--- src/hdl/cawf_pkg.sv ---
// Shared types and codes for the conditional ALU with flags.
package cawf_pkg;

	// Operation codes: data processing in opcode order, then multiply
	localparam logic [4:0] OP_AND = 5'd0;
	localparam logic [4:0] OP_EOR = 5'd1;
	localparam logic [4:0] OP_SUB = 5'd2;
	localparam logic [4:0] OP_RSB = 5'd3;
	localparam logic [4:0] OP_ADD = 5'd4;
	localparam logic [4:0] OP_ADC = 5'd5;
	localparam logic [4:0] OP_SBC = 5'd6;
	localparam logic [4:0] OP_RSC = 5'd7;
	localparam logic [4:0] OP_TST = 5'd8;
	localparam logic [4:0] OP_TEQ = 5'd9;
	localparam logic [4:0] OP_CMP = 5'd10;
	localparam logic [4:0] OP_CMN = 5'd11;
	localparam logic [4:0] OP_ORR = 5'd12;
	localparam logic [4:0] OP_MOV = 5'd13;
	localparam logic [4:0] OP_BIC = 5'd14;
	localparam logic [4:0] OP_MVN = 5'd15;
	localparam logic [4:0] OP_MUL = 5'd16;
	localparam logic [4:0] OP_MLA = 5'd17;

	// Condition codes
	localparam logic [3:0] COND_EQ = 4'd0;
	localparam logic [3:0] COND_NE = 4'd1;
	localparam logic [3:0] COND_CS = 4'd2;
	localparam logic [3:0] COND_CC = 4'd3;
	localparam logic [3:0] COND_MI = 4'd4;
	localparam logic [3:0] COND_PL = 4'd5;
	localparam logic [3:0] COND_VS = 4'd6;
	localparam logic [3:0] COND_VC = 4'd7;
	localparam logic [3:0] COND_HI = 4'd8;
	localparam logic [3:0] COND_LS = 4'd9;
	localparam logic [3:0] COND_GE = 4'd10;
	localparam logic [3:0] COND_LT = 4'd11;
	localparam logic [3:0] COND_GT = 4'd12;
	localparam logic [3:0] COND_LE = 4'd13;
	localparam logic [3:0] COND_AL = 4'd14;
	localparam logic [3:0] COND_NV = 4'd15;

	// Second operand modes
	localparam logic [1:0] MODE_IMM     = 2'd0;
	localparam logic [1:0] MODE_REG_IMM = 2'd1;
	localparam logic [1:0] MODE_REG_REG = 2'd2;

	// Shift kinds
	localparam logic [1:0] SK_LSL = 2'd0;
	localparam logic [1:0] SK_LSR = 2'd1;
	localparam logic [1:0] SK_ASR = 2'd2;
	localparam logic [1:0] SK_ROR = 2'd3;

	localparam int unsigned WORD_BITS = 32;

	typedef struct packed {
		logic [4:0]  op;
		logic [3:0]  cond;
		logic        set_flags;
		logic [1:0]  op2_mode;
		logic [31:0] operand_n;
		logic [31:0] operand_m;
		logic [31:0] operand_s;
		logic [31:0] immediate;
		logic [1:0]  shift_kind;
		logic [4:0]  imm_shamt;
	} req_t;

	typedef struct packed {
		logic        executed;
		logic        write_result;
		logic [31:0] result;
		logic        flag_n;
		logic        flag_z;
		logic        flag_c;
		logic        flag_v;
	} rsp_t;

	typedef struct packed {
		logic n;
		logic z;
		logic c;
		logic v;
	} flags_t;

endpackage

--- src/hdl/cawf_shifter.sv ---
// Barrel shifter that forms the second operand and the shifter carry.
module cawf_shifter import cawf_pkg::*; (
	input  logic [1:0]  op2_mode,
	input  logic [1:0]  shift_kind,
	input  logic [4:0]  imm_shamt,
	input  logic [31:0] operand_m,
	input  logic [31:0] operand_s,
	input  logic [31:0] immediate,
	input  logic        carry_in,
	output logic [31:0] op2,
	output logic        carry_out
);

	logic [7:0]  reg_amt;
	logic [4:0]  amt;
	logic [63:0] lsl_w;
	logic [63:0] lsr_w;
	logic [63:0] asr_w;
	logic [63:0] ror_w;
	logic [31:0] small_val;
	logic        small_co;
	logic [31:0] sign_fill;

	assign reg_amt   = operand_s[7:0];
	assign amt       = (op2_mode == MODE_REG_IMM) ? imm_shamt : reg_amt[4:0];
	assign sign_fill = {WORD_BITS{operand_m[31]}};

	// Shift by an amount of 1..31; the carry is the last bit shifted out
	always_comb begin
		lsl_w = {32'd0, operand_m} << amt;
		lsr_w = {operand_m, 32'd0} >> amt;
		asr_w = 64'($signed({operand_m, 32'd0}) >>> amt);
		ror_w = {operand_m, operand_m} >> amt;
		unique case (shift_kind)
			SK_LSL: begin
				small_val = lsl_w[31:0];
				small_co  = lsl_w[32];
			end
			SK_LSR: begin
				small_val = lsr_w[63:32];
				small_co  = lsr_w[31];
			end
			SK_ASR: begin
				small_val = asr_w[63:32];
				small_co  = asr_w[31];
			end
			default: begin
				small_val = ror_w[31:0];
				small_co  = ror_w[31];
			end
		endcase
	end

	// Pick the operand, handling zero and out-of-range amounts
	always_comb begin
		op2       = operand_m;
		carry_out = carry_in;
		if (op2_mode == MODE_IMM) begin
			op2 = immediate;
		end else if (op2_mode == MODE_REG_IMM) begin
			if (imm_shamt != 5'd0) begin
				op2       = small_val;
				carry_out = small_co;
			end else begin
				unique case (shift_kind)
					SK_LSL: begin
						op2 = operand_m;
					end
					SK_LSR: begin
						op2       = 32'd0;
						carry_out = operand_m[31];
					end
					SK_ASR: begin
						op2       = sign_fill;
						carry_out = operand_m[31];
					end
					default: begin
						// rotate right extended through carry
						op2       = {carry_in, operand_m[31:1]};
						carry_out = operand_m[0];
					end
				endcase
			end
		end else begin
			if (reg_amt == 8'd0) begin
				op2 = operand_m;
			end else if (reg_amt < 8'(WORD_BITS)) begin
				op2       = small_val;
				carry_out = small_co;
			end else begin
				unique case (shift_kind)
					SK_LSL: begin
						op2       = 32'd0;
						carry_out = (reg_amt == 8'(WORD_BITS)) ? operand_m[0] : 1'b0;
					end
					SK_LSR: begin
						op2       = 32'd0;
						carry_out = (reg_amt == 8'(WORD_BITS)) ? operand_m[31] : 1'b0;
					end
					SK_ASR: begin
						op2       = sign_fill;
						carry_out = operand_m[31];
					end
					default: begin
						if (reg_amt[4:0] == 5'd0) begin
							op2       = operand_m;
							carry_out = operand_m[31];
						end else begin
							op2       = small_val;
							carry_out = small_co;
						end
					end
				endcase
			end
		end
	end

endmodule

--- src/hdl/cawf_exec.sv ---
// Condition check, ALU, multiplier and flag update for one instruction.
module cawf_exec import cawf_pkg::*; (
	input  req_t   req,
	input  flags_t flags,
	output rsp_t   rsp
);

	logic [31:0] op2;
	logic        sh_co;
	logic        cond_ok;
	logic        op_ok;
	logic        is_test;
	logic        is_mul;
	logic [31:0] add_a;
	logic [31:0] add_b;
	logic        add_cin;
	logic [32:0] sum;
	logic        add_v;
	logic        arith;
	logic [31:0] prod;
	logic [31:0] res;
	logic        nc;
	logic        nv;
	logic        upd;

	cawf_shifter u_shifter (
		.op2_mode   (req.op2_mode),
		.shift_kind (req.shift_kind),
		.imm_shamt  (req.imm_shamt),
		.operand_m  (req.operand_m),
		.operand_s  (req.operand_s),
		.immediate  (req.immediate),
		.carry_in   (flags.c),
		.op2        (op2),
		.carry_out  (sh_co)
	);

	// Evaluate the condition against the held flags
	always_comb begin
		unique case (req.cond)
			COND_EQ: cond_ok = flags.z;
			COND_NE: cond_ok = !flags.z;
			COND_CS: cond_ok = flags.c;
			COND_CC: cond_ok = !flags.c;
			COND_MI: cond_ok = flags.n;
			COND_PL: cond_ok = !flags.n;
			COND_VS: cond_ok = flags.v;
			COND_VC: cond_ok = !flags.v;
			COND_HI: cond_ok = flags.c && !flags.z;
			COND_LS: cond_ok = !flags.c || flags.z;
			COND_GE: cond_ok = (flags.n == flags.v);
			COND_LT: cond_ok = (flags.n != flags.v);
			COND_GT: cond_ok = !flags.z && (flags.n == flags.v);
			COND_LE: cond_ok = flags.z || (flags.n != flags.v);
			COND_AL: cond_ok = 1'b1;
			COND_NV: cond_ok = 1'b0;
			default: cond_ok = 1'b0;
		endcase
	end

	assign op_ok   = (req.op <= OP_MLA);
	assign is_test = (req.op >= OP_TST) && (req.op <= OP_CMN);
	assign is_mul  = (req.op == OP_MUL) || (req.op == OP_MLA);

	// Steer the shared adder; subtraction uses the inverted operand
	always_comb begin
		add_a   = req.operand_n;
		add_b   = op2;
		add_cin = 1'b0;
		arith   = 1'b1;
		unique case (req.op)
			OP_SUB, OP_CMP: begin
				add_b   = ~op2;
				add_cin = 1'b1;
			end
			OP_RSB: begin
				add_a   = op2;
				add_b   = ~req.operand_n;
				add_cin = 1'b1;
			end
			OP_ADD, OP_CMN: begin
				add_cin = 1'b0;
			end
			OP_ADC: begin
				add_cin = flags.c;
			end
			OP_SBC: begin
				add_b   = ~op2;
				add_cin = flags.c;
			end
			OP_RSC: begin
				add_a   = op2;
				add_b   = ~req.operand_n;
				add_cin = flags.c;
			end
			default: begin
				arith = 1'b0;
			end
		endcase
	end

	assign sum   = {1'b0, add_a} + {1'b0, add_b} + {32'd0, add_cin};
	assign add_v = (add_a[31] ^ sum[31]) & (add_b[31] ^ sum[31]);
	assign prod  = req.operand_m * req.operand_s;

	// Select the result value
	always_comb begin
		unique case (req.op)
			OP_AND, OP_TST: res = req.operand_n & op2;
			OP_EOR, OP_TEQ: res = req.operand_n ^ op2;
			OP_ORR:         res = req.operand_n | op2;
			OP_MOV:         res = op2;
			OP_BIC:         res = req.operand_n & ~op2;
			OP_MVN:         res = ~op2;
			OP_MUL:         res = prod;
			OP_MLA:         res = prod + req.operand_n;
			default:        res = sum[31:0];
		endcase
	end

	// Logical operations take the shifter carry and keep V
	assign nc  = arith ? sum[32] : sh_co;
	assign nv  = arith ? add_v : flags.v;
	assign upd = is_test || req.set_flags;

	// Assemble the result beat with the flags that hold afterward
	always_comb begin
		rsp.executed     = 1'b0;
		rsp.write_result = 1'b0;
		rsp.result       = 32'd0;
		rsp.flag_n       = flags.n;
		rsp.flag_z       = flags.z;
		rsp.flag_c       = flags.c;
		rsp.flag_v       = flags.v;
		if (op_ok && cond_ok) begin
			rsp.executed     = 1'b1;
			rsp.write_result = !is_test;
			rsp.result       = res;
			if (upd) begin
				rsp.flag_n = res[31];
				rsp.flag_z = (res == 32'd0);
				if (!is_mul) begin
					rsp.flag_c = nc;
					rsp.flag_v = nv;
				end
			end
		end
	end

endmodule

--- src/hdl/conditional_alu_with_flags.sv ---
// Top level: input register, execute logic, result register and flag register.
//
// Conditional ALU with flags. Takes one instruction beat per clock cycle while req_stall is low and
// returns each result beat through the input register, then the result register. The N, Z, C and V
// flags update as each beat moves into the result register, so the next instruction sees them
// in the very next cycle with no bubble. The combinational path through the barrel shifter,
// the 33-bit adder and the 32x32 multiplier (with the accumulate add for MLA) sets the clock.
// A result waiting under stall does not block intake: one more beat is held in the input
// register before req_stall rises.
module conditional_alu_with_flags import cawf_pkg::*; (
	input  logic clk,
	input  logic arst_n,
	input  logic req_valid,
	output logic req_stall,
	input  req_t req,
	output logic rsp_valid,
	input  logic rsp_stall,
	output rsp_t rsp
);

	logic   valid_s1;
	req_t   req_s1;
	logic   valid_s2;
	rsp_t   rsp_s2;
	flags_t flags_q;
	rsp_t   exec_rsp;
	logic   s2_free;
	logic   adv_s1;
	logic   accept;

	assign s2_free   = !valid_s2 || !rsp_stall;
	assign adv_s1    = valid_s1 && s2_free;
	assign req_stall = valid_s1 && !s2_free;
	assign accept    = req_valid && !req_stall;

	cawf_exec u_exec (
		.req   (req_s1),
		.flags (flags_q),
		.rsp   (exec_rsp)
	);

	// Advance valid bits and flags
	always_ff @(posedge clk or negedge arst_n) begin
		if (!arst_n) begin
			valid_s1 <= 1'b0;
			valid_s2 <= 1'b0;
			flags_q  <= '0;
		end else begin
			if (accept) begin
				valid_s1 <= 1'b1;
			end else if (adv_s1) begin
				valid_s1 <= 1'b0;
			end
			if (s2_free) begin
				valid_s2 <= valid_s1;
			end
			if (adv_s1) begin
				flags_q <= '{n: exec_rsp.flag_n, z: exec_rsp.flag_z,
				             c: exec_rsp.flag_c, v: exec_rsp.flag_v};
			end
		end
	end

	// Hold payload while stalled
	always_ff @(posedge clk) begin
		if (accept) begin
			req_s1 <= req;
		end
		if (adv_s1) begin
			rsp_s2 <= exec_rsp;
		end
	end

	assign rsp_valid = valid_s2;
	assign rsp       = rsp_s2;

	// A destination write only comes from an executed instruction
	a_write_needs_exec: assert property (@(posedge clk) disable iff (!arst_n)
		rsp_valid |-> (!rsp.write_result || rsp.executed))
		else $error("write_result without executed");

	// A skipped instruction reports a zero result
	a_skip_zero: assert property (@(posedge clk) disable iff (!arst_n)
		(rsp_valid && !rsp.executed) |-> (rsp.result == 32'd0))
		else $error("nonzero result on skipped instruction");

	// Flags only move when a beat enters the result register
	a_flags_hold: assert property (@(posedge clk) disable iff (!arst_n)
		!adv_s1 |=> $stable(flags_q))
		else $error("flags changed without an advancing beat");

	// A skipped instruction leaves the flags untouched
	a_skip_flags: assert property (@(posedge clk) disable iff (!arst_n)
		(adv_s1 && !exec_rsp.executed) |=> $stable(flags_q))
		else $error("flags changed on skipped instruction");

	// The flag register tracks the last delivered beat
	a_flags_match: assert property (@(posedge clk) disable iff (!arst_n)
		adv_s1 |=> (flags_q == {rsp_s2.flag_n, rsp_s2.flag_z, rsp_s2.flag_c, rsp_s2.flag_v}))
		else $error("flag register differs from result beat");

endmodule
--- config.mk ---
export PLATFORM = sky130hd
export DESIGN_NAME = conditional_alu_with_flags
export DESIGN_NICKNAME = d
export VERILOG_FILES = /design/src/hdl/cawf_pkg.sv /design/src/hdl/cawf_shifter.sv /design/src/hdl/cawf_exec.sv /design/src/hdl/conditional_alu_with_flags.sv
export SDC_FILE = /design/constraint.sdc
export NUM_CORES = 2
export LEC_CHECK = 0
export BUFFER_PORTS_ARGS = -buffer_cell sky130_fd_sc_hd__buf_2
export CORE_MARGIN = 2
export CORE_UTILIZATION = 45
export CTS_CLUSTER_DIAMETER = 150
export CTS_CLUSTER_SIZE = 20
export DETAILED_ROUTE_END_ITERATION = 16
export PLACE_DENSITY = 0.59
export SKIP_CTS_REPAIR_TIMING = 1
export SYNTH_ARGS = -nofsm -noshare
export SYNTH_HDL_FRONTEND = slang
export SYNTH_SLANG_ARGS = --single-unit
--- constraint.sdc ---
create_clock -name clk -period 29.4 [get_ports clk]
set_input_delay 1.47 -clock clk [delete_from_list [all_inputs] [get_ports clk]]
set_output_delay 1.47 -clock clk [all_outputs]
set_load 0.02 [all_outputs]
==> flow_summary_export.csv <==
group,metric,value,unit
detailed_routing,vias,35632,
logic_synthesis,synth.distinct_cells,99,
layout,fin_nets,5175,
detailed_routing,route.detailed.drc,0,
placed_design,gp_congestion,1.071,
timing,tightest_slew,1.427,ns
global_route,grt_max_degree,101,
min_path,hold_path_depth,1,
timing,max_freq,0.08568,GHz
min_path,whs_endpoint,"rsp_valid$_DFFE_PN0P_",
timing,tns,0,ns
job,cap_violations,0,
detailed_routing,drt_iter0_drc,4362,
logic_synthesis,yosysWarningCount,0,
floorplan,start_util,0.4556,
clock_tree,cts_root_buf,"clkbuf_16",
clock_tree,htree_num_levels,4,
logic_synthesis,netlist_instances,4385,
logic_synthesis,syn_avg_cell_area,8.383,um2
detailed_routing,ant_nets,0,
status,outcome,"finished clean",
setup_path,crit_required,29.78,ns
layout,syn_to_final_growth,6.909,%
setup_path,cp_common_cell,"fa_1",
floorplan,die_w,289.8,um
placed_design,dp_hpwl,121.6,mm
detailed_routing,drtPass1Iterations,7,
layout,final_cell_mix,"nand2_1, inv_1, fa_1",
setup_path,crit_path_end_kind,"flip-flop",
detailed_routing,routed_via_density,6.518,
setup_path,crit_type,"reg2reg",
clock_tree,clk_latency,0.55,ns
timing,slew_viol_final,0,
floorplan,rows,104,
min_path,min_path_type,"reg2reg",
logic_synthesis,ys_seq_area_frac,0.1552,
clock_tree,cts_buffers,17,
setup_path,r2r_cells,30,
floorplan,ios,191,
clock_tree,clk_pin_slew,0.10,ns
floorplan,fp.dieH,289.8,um
timing,hold_viol,0,
detailed_routing,wl,159.0,mm
timing,rsz0062_at_grt,"false",
layout,mostFrequentLayoutCell,"nand2_1",
global_route,grt_pass1_wl,235.1,mm
clock_tree,cts_tree,"built",
placed_design,post-place-ws,18.24,ns
timing,relSlewSlack,0.03838,
min_path,hold_path.startpoint,"valid_s1$_DFFE_PN0P_",
floorplan,die_area,83990,um2
timing,fin_skew,0.02808,ns
timing,setup_viol_count_final,0,
global_route,antenna_found_initial,4,
layout,drive_gt1_frac,0.09741,
setup_path,critical_path.slowest_cell,"edfxtp_1",
logic_synthesis,synthesis.area,36760,um2
placed_design,port_buffers,190,
clock_tree,clock_path_buffers,2,
logic_synthesis,syn_nets,5169,
timing,hold_ws,0.4971,ns
logic_synthesis,yosys_most_used_dff,"edfxtp_1",
global_route,grt_usage,0.3757,
global_route,grt_pass1_vias,34541,
detailed_routing,avgRoutedWirePerCell,29.08,um
clock_tree,cts_num_sinks,191,
setup_path,critPathArrivalTime,12.05,ns
setup_path,timing.rr.end,"rsp[2]$_DFFE_PP_",
logic_synthesis,ys_ff_latch,191,
floorplan,core-area,80680,um2
timing,finalCritPeriodShare,0.3970,
setup_path,max_stage_delay,0.95,ns
logic_synthesis,async_reset_ff_frac,0.03141,
setup_path,rr_startpoint,"req_s1[43]$_DFFE_PP_",
timing,setup_ws,17.73,ns
setup_path,path_max_fanout,25,
timing,layout_min_cycle_time,11.67,ns
logic_synthesis,synth-edff-count,185,
setup_path,setup.worst_path.start_class,"flip-flop",
global_route,globalRoute.totalOverflow,0,
setup_path,regToRegSetupSlack,17.73,ns
-- per-layer routing --
metal,GRT usage,part of all wire,vias to the layer above
met5,0,0,-
li1,-,-,15352
met2,0.5495,0.42,2159
met3,0.09452,0.11,417
met1,0.5153,0.42,17704
met4,0.1889,0.057,0
-- per-stage QoR --
step | instance area [um2] | util | cells
after global placement | 38640 | 0.4790 | 5432
after detailed placement | 38640 | 0.4790 | 5432
after CTS | 39290 | 0.4870 | 5464
after global routing | 39290 | 0.4870 | 5464
after floorplan | 36760 | - | 4385
final | 39300 | 0.4871 | 5467
-- synthesized netlist by cell type, types with 23 or more instances --
library cell  number  area share
a2111oi_0         60       0.014
a211oi_1         125       0.026
a21o_1            41      0.0084
a21oi_1          245       0.033
a221oi_1          27      0.0064
a22oi_1           29      0.0059
a31oi_1           28      0.0048
and2_1           294       0.050
buf_2             55      0.0075
clkbuf_1         226       0.023
edfxtp_1         185        0.15
fa_1             411        0.22
ha_1             222       0.076
inv_1            488       0.050
mux2i_1           65       0.018
nand2_1          532       0.054
nand2b_1          23      0.0039
nand3_1           46      0.0063
nor2_1           212       0.022
nor3_1            97       0.013
nor4_1            36      0.0061
o211ai_1          39      0.0080
o21a_1            33      0.0067
o21ai_0          222       0.030
o221ai_1          60       0.014
o22ai_1           23      0.0039
o31ai_1           30      0.0061
xnor2_1           95       0.023
xor2_1            41      0.0098
-- layout make-up --
cell class	count	area (um2)
Fill cell	7959	41380
Multi-Input combinational cell	3380	27920
Sequential cell	191	5705
Timing Repair Buffer	310	1852
Inverter	491	1843
Tap cell	1060	1326
Clock buffer	17	425.4
Clock inverter	15	225.2
Antenna cell	3	7.507
-- cell families (layout without fill, tap and decap cells) --
logic type / after synthesis / count (layout) / synth area share
xor+xnor: 136 / 136 / 0.03240
fa+ha+maj: 633 / 633 / 0.2994
mux: 97 / 97 / 0.03016
flops: 191 / 191 / 0.1552
simple gates: 1363 / 1363 / 0.1791
other cells: 0 / 3 / 0
buf+inv: 814 / 833 / 0.08815
compound gates: 1151 / 1151 / 0.2156
-- how the worst max path moves through the flow --
stage / start / to / depth (start not counted)
CTS: req_s1[43]$_DFFE_PP_ / flags_q[2]$_DFFE_PN0P_ / 30
detailed placement: req_s1[43]$_DFFE_PP_ / flags_q[2]$_DFFE_PN0P_ / 30
finish: req_s1[43]$_DFFE_PP_ / rsp[2]$_DFFE_PP_ / 30
global placement: req_s1[43]$_DFFE_PP_ / flags_q[2]$_DFFE_PN0P_ / 35
global route: req_s1[43]$_DFFE_PP_ / flags_q[2]$_DFFE_PN0P_ / 30
floorplan: req_s1[78]$_DFFE_PP_ / flags_q[2]$_DFFE_PN0P_ / 34
-- sequential cells by signal (all words and copies together) (netlist names) --
name and flops:
rsp 38, req_s1 147, valid_s1 1, flags_q 4, rsp_valid 1
-- worst max-delay path: cells and delay by family, from the launching register on --
kind / cells / cell delay [ns]
fa+ha+maj: 10 / 4.11
compound gates: 9 / 3.10
simple gates: 7 / 2.41
flops: 1 / 0.95
buf+inv: 3 / 0.72
xor+xnor: 1 / 0.19
Power is left out: the tool's default activity adds up to more than one toggle a clock period on the data nets, which glitch-free logic cannot reach.
